[src/hw/rtl/tfs_pkg.sv]
// Shared types and constants for the three-level feedback scheduler.
// Holds the request, response and slot entry structs and the controller states.
// No dependencies.
package tfs_pkg;

   localparam int JobSlots   = 64;
   localparam int SlotW      = $clog2(JobSlots);
   localparam int CountW     = $clog2(JobSlots + 1);
   localparam int LevelCount = 3;

   typedef logic [SlotW-1:0]  slot_type;
   typedef logic [CountW-1:0] count_type;

   localparam logic       ACT_ADMIT        = 1'b0;
   localparam logic       ACT_TICK         = 1'b1;
   localparam logic [1:0] STATUS_OK        = 2'd0;
   localparam logic [1:0] STATUS_BAD_LEVEL = 2'd1;
   localparam logic [1:0] STATUS_FULL      = 2'd2;
   localparam logic [1:0] LEVEL_TOP        = 2'd0;
   localparam logic [1:0] LEVEL_MID        = 2'd1;
   localparam logic [1:0] LEVEL_LOW        = 2'd2;
   localparam logic [1:0] LEVEL_INVALID    = 2'd3;
   localparam logic [1:0] CSR_QUANTUM0     = 2'd0;
   localparam logic [1:0] CSR_QUANTUM1     = 2'd1;
   localparam logic [1:0] CSR_QUANTUM2     = 2'd2;
   localparam logic [1:0] CSR_BOOST_WAIT   = 2'd3;

   typedef struct packed {
      logic        action;
      logic [7:0]  job_tag;
      logic [15:0] service_ticks;
      logic [1:0]  start_level;
   } req_type;

   typedef struct packed {
      logic [1:0]  admit_status;
      logic        finished_valid;
      logic [7:0]  finished_tag;
      logic        demoted_valid;
      logic        preempted_valid;
      logic        boost_done;
      logic        running_valid;
      logic [7:0]  running_tag;
      logic [1:0]  running_level;
      logic [31:0] tick_count;
   } rsp_type;

   typedef struct packed {
      logic [7:0]  tag;
      logic [15:0] service;
      logic [15:0] quantum;
      logic [31:0] enq_time;
      logic [1:0]  level;
   } entry_type;

   typedef struct packed {
      logic     en;
      slot_type addr;
      slot_type data;
   } link_wr_type;

   typedef enum logic [3:0] {
      ST_IDLE, ST_ADMIT, ST_RUN, ST_DISP, ST_POP, ST_B1, ST_B1C, ST_B2, ST_B2C,
      ST_PRD, ST_PWR, ST_SPLICE, ST_DONE
   } state_type;

endpackage

[src/hw/rtl/tfs_link_mem.sv]
// Link memory of the scheduler slots, one read and one write port.
// Unwritten entries read as the reset free-list chain. Depends on tfs_pkg.
module tfs_link_mem (
   input  logic                 clock,
   input  logic                 reset,
   input  tfs_pkg::slot_type    rd_addr,
   input  tfs_pkg::link_wr_type wr,
   output tfs_pkg::slot_type    rd_data
);
   import tfs_pkg::*;

   slot_type             mem [JobSlots];
   logic [JobSlots-1:0]  valid_ff;
   logic                 rd_valid_ff;
   slot_type             rd_word_ff;
   slot_type             rd_addr_ff;

   always_ff @(posedge clock) begin
      if (wr.en) begin
         mem[wr.addr] <= wr.data;
      end
      rd_word_ff <= mem[rd_addr];
      rd_addr_ff <= rd_addr;
   end

   always_ff @(posedge clock) begin
      if (reset) begin
         valid_ff    <= '0;
         rd_valid_ff <= 1'b0;
      end else begin
         if (wr.en) begin
            valid_ff[wr.addr] <= 1'b1;
         end
         rd_valid_ff <= valid_ff[rd_addr];
      end
   end

   assign rd_data = rd_valid_ff ? rd_word_ff :
                    (rd_addr_ff == slot_type'(JobSlots - 1)) ? '0 :
                    rd_addr_ff + slot_type'(1);

endmodule
[config.mk]
export PLATFORM = sky130hd
export DESIGN_NAME = tfs_link_mem
export DESIGN_NICKNAME = d
export VERILOG_FILES = /design/src/hw/rtl/tfs_pkg.sv /design/src/hw/rtl/tfs_link_mem.sv
export SDC_FILE = /design/constraint.sdc
export NUM_CORES = 1
export LEC_CHECK = 0
export ABC_CLOCK_PERIOD_IN_PS = 1630
export BUFFER_PORTS_ARGS = -buffer_cell sky130_fd_sc_hd__clkbuf_2
export CAP_MARGIN = 20
export CORE_MARGIN = 2
export CORE_UTILIZATION = 55
export DETAILED_ROUTE_END_ITERATION = 16
export PLACE_DENSITY_LB_ADDON = 0.25
export SLEW_MARGIN = 20
export SYNTH_ARGS = -nofsm -noshare
export SYNTH_HDL_FRONTEND = slang
export SYNTH_SLANG_ARGS = --single-unit
[constraint.sdc]
create_clock -name clock -period 1.63 [get_ports clock]
set_input_delay 0.0815 -clock clock [delete_from_list [all_inputs] [get_ports clock]]
set_output_delay 0.0815 -clock clock [all_outputs]
set_load 0.05 [all_outputs]
==> impl_results.md <==
- Status: complete, but fails checks
- Critical path class: reg -> out
- Root buffer cell: clkbuf_16
- Worst Path Max Fanout: 3
- Fin crit period: about 1.8 ns
- Worst slew margin: approximately half
- Place WS: -0.390 ns
- Rows: between 60 and 70
- PD cells: ~1200 nW/um2
- Sum Neg Setup Slack: -1.01 ns
- Iter 0 DRT Violations: 1134
- Dpl hpwl: approximately 25000 um
- Final hold violation count: 0
- Via count: 9640
- Post-synth net total: 1018
- Slew Viols, Final: 0
- CP Capture Type: primary output
- Tot Pwr: approximately 26 mW
- Commonest non-fill, non-tap cell in the layout: edfxtp_1
- Static leakage: roughly 7.4 nW
- Logic pwr share: 6.5%
- GPL Wtd Cong: just over 0.8
- Maximum root-to-sink buffer count: 3
- Setup crit end: rd_data[2]
- Yosys top cell by area: edfxtp_1
- Most used DFF post-synth: edfxtp_1
- DRC viols: 0
- Global-route usage over all layers: about a quarter
- Global-route wire length before repair: ~61000 um
- CTS tree: done
- Critical path data required time: 1.55 ns
- Antenna-violating nets left: 0
- Clock-pin slew on the worst setup and hold paths: 0.06 ns
- Final Net Count: 1196
- R2r setup slk: -0.08 ns
- Largest net degree at the start of global routing: 65
- Fin crit share: 110%
- Top post-synthesis cells by area: edfxtp_1, mux4_2, dfxtp_1
- Layout cells sized above 1: a little over a third
- Mapped Area: approximately 18000 um2
- WL/cell: 24.2 um
- EDFF count, synth: about 380
- Crit path launch: rd_addr_ff[0]
- CTS buffer count: between 40 and 50
- Die ar.: ~34000 um2
- Cells along the critical path: ha_4, buf_4, xnor2_4, o21ai_4, buf_8
- Mean Syn Cell Area: about 18 um2
- Crit path launch type: register
- HP Class: in -> reg
- Number of synthesis warnings: 0
- CTS sink cnt: between 400 and 500
- Core area: about 32000 um2
- Top cell type's share of synthesized area: between 60 and 70%
- Reg-to-reg startpoint: mem[35][1]
- Vias/cell: 5.83
- Actual slew at the worst max-slew pin: 0.741 ns
- Power share of the clock group: ~43%
- Final clock skew: 0.0178 ns
- Clock latency on the worst-skew pair: between 0.5 and 0.6 ns
- Height of the chip: ~180 um
- Final Worst Setup Slack: -0.169 ns
- Post-Route WL: 40000 um
- 1st-pass router iterations: 5
- Area Overhead vs Synth: 21.0%
- Htree depth: 2
- Register area share after synthesis: 72.7%
- Fmax: ~560 MHz
- Initial Utilization: a little under three fifths
- VDD IR max: between 900 and 1000 uV
- Sw power: between 5 and 6 mW
- Failing checks: setup timing
- Commonest cells after routing, fill and taps aside: edfxtp_1, nor2_1, buf_4
- CP max stage cell: dfxtp_4
- Synth Instances: 996
- Slowest stage delay, CP: 0.36 ns
- Count of final setup violators: 9
- Flops & latches, synth: around 460
- RR Endpoint: rd_word_ff[1]
- Part of the power in registers: about half
- Crit path DAT: 1.72 ns
- Internal: 20.4 mW
- Initial antenna violation count: 1
- I/O pin count: 27
- PortBufs: 26
- Setup repair after global routing missed its margin: true
- Die Span X: 185 um
- Net Sw Frac: 20.5%
- Max Cap Violations: 0
- Reg2Reg Depth: 5
- Cell variety after synth: 44
- Vias in the first global route: approximately 9900
- FFs w/ async S/R, synth: 0%
- Grt total ovfl: 0
[cells in the mapped netlist, types with 3 or more instances]
library cell  number
dfxtp_1           77
edfxtp_1         384
a31oi_1            4
nor3_1             7
nand2b_1           6
and2_1             3
nand2_1           25
o21ai_1            9
buf_6             10
nor2b_1           12
nand3_1           10
a22o_1             4
buf_4              8
o21ba_2           16
a211oi_1           6
o22ai_1            3
a21oi_1           10
clkbuf_1          22
o21ai_0           16
mux4_2            95
nor2_1           170
a22oi_1            8
mux4_1            12
a221oi_1           4
mux2_2            10
buf_2             11
mux2i_1           32
[per-layer routing]
layer  global-route usage, %  routed length, um
met1                    34.3              16900
met4                    7.24                918
met2                    39.1              19300
met3                    5.15               2860
met5                       0                  0
[timing repair]
action | 4_1_cts | 5_1_grt
resized for setup | 71 | 28
pin swaps | 19 | 14
buffers inserted | 1 | 2
hold buffers | 4 | 0
hold endpoints to repair | 7 | 0
endpoints found under the setup margin | 13 | 13
[area by class of cell]
| cell class | count | area (um2) |
|---|---|---|
| Tap cell | 442 | 553 |
| Antenna cell | 1 | 2.50 |
| Clock buffer | 60 | 1270 |
| Sequential cell | 461 | 13100 |
| Clock inverter | 24 | 330 |
| Timing Repair Buffer | 186 | 1630 |
| Fill cell | 2167 | 10600 |
| Multi-Input combinational cell | 480 | 4880 |
[critical path: cells and delay by family, from the launching register on]
| family | cells | cell delay [ns] |
|---|---|---|
| AO/OA/AOI/OAI | 1 | 0.19 |
| XOR/XNOR | 1 | 0.13 |
| adder cells (fa/ha/maj) | 1 | 0.17 |
| buffers and inverters | 2 | 0.32 |
| flip-flops | 1 | 0.36 |
[worst min path at each step]
stage                 startpoint       endpoint  slack, ns  cells after the start
finish                rd_addr[4]  rd_addr_ff[4]       0.03                      3
floorplan             rd_addr[0]  rd_addr_ff[0]       0.11                      0
CTS                   rd_addr[4]  rd_addr_ff[4]      0.007                      3
detailed placement  valid_ff[61]   valid_ff[61]       0.46                      2
global placement     valid_ff[5]    valid_ff[5]       0.44                      2
global route          rd_addr[4]  rd_addr_ff[4]       0.02                      3
[flip-flops by register name, summed over array words and instances (netlist names)]
signal and flops:
rd_valid_ff 1, rd_word_ff 6, rd_addr_ff 6, mem 384, valid_ff 64
[per-stage QoR]
stage	util, %	cell area [um2]	cells	hold slack [ns]
after floorplan	-	18000	996	0.109
after global placement	60.9	19700	1565	0.441
after detailed placement	60.9	19700	1565	0.456
after CTS	66.8	21600	1653	0.00707
after global routing	67.2	21800	1654	0.0197
final	67.2	21800	1654	0.0323
[power groups by stage]
stage                     sequential, mW  clock (mW)  combinational [mW]
final                               12.9        11.0                1.68
after global routing                12.9        11.6                1.77
after CTS                           12.9        11.2                1.63
after detailed placement            13.1           0                1.50
after global placement              13.1           0                1.48
after floorplan                     13.1           0               0.823
[cells by family (layout without fill, tap and decap cells)]
kind of cell	after synthesis	after routing	synth area share, %
other cells	0	1	0
flops	461	461	72.7
fa+ha+maj	1	1	0.0695
mux	149	149	16.1
buf+inv	55	270	2.05
compound gates	87	87	3.46
simple gates	239	239	5.50
xor+xnor	4	4	0.195
Power figures use the tool's default switching activity.
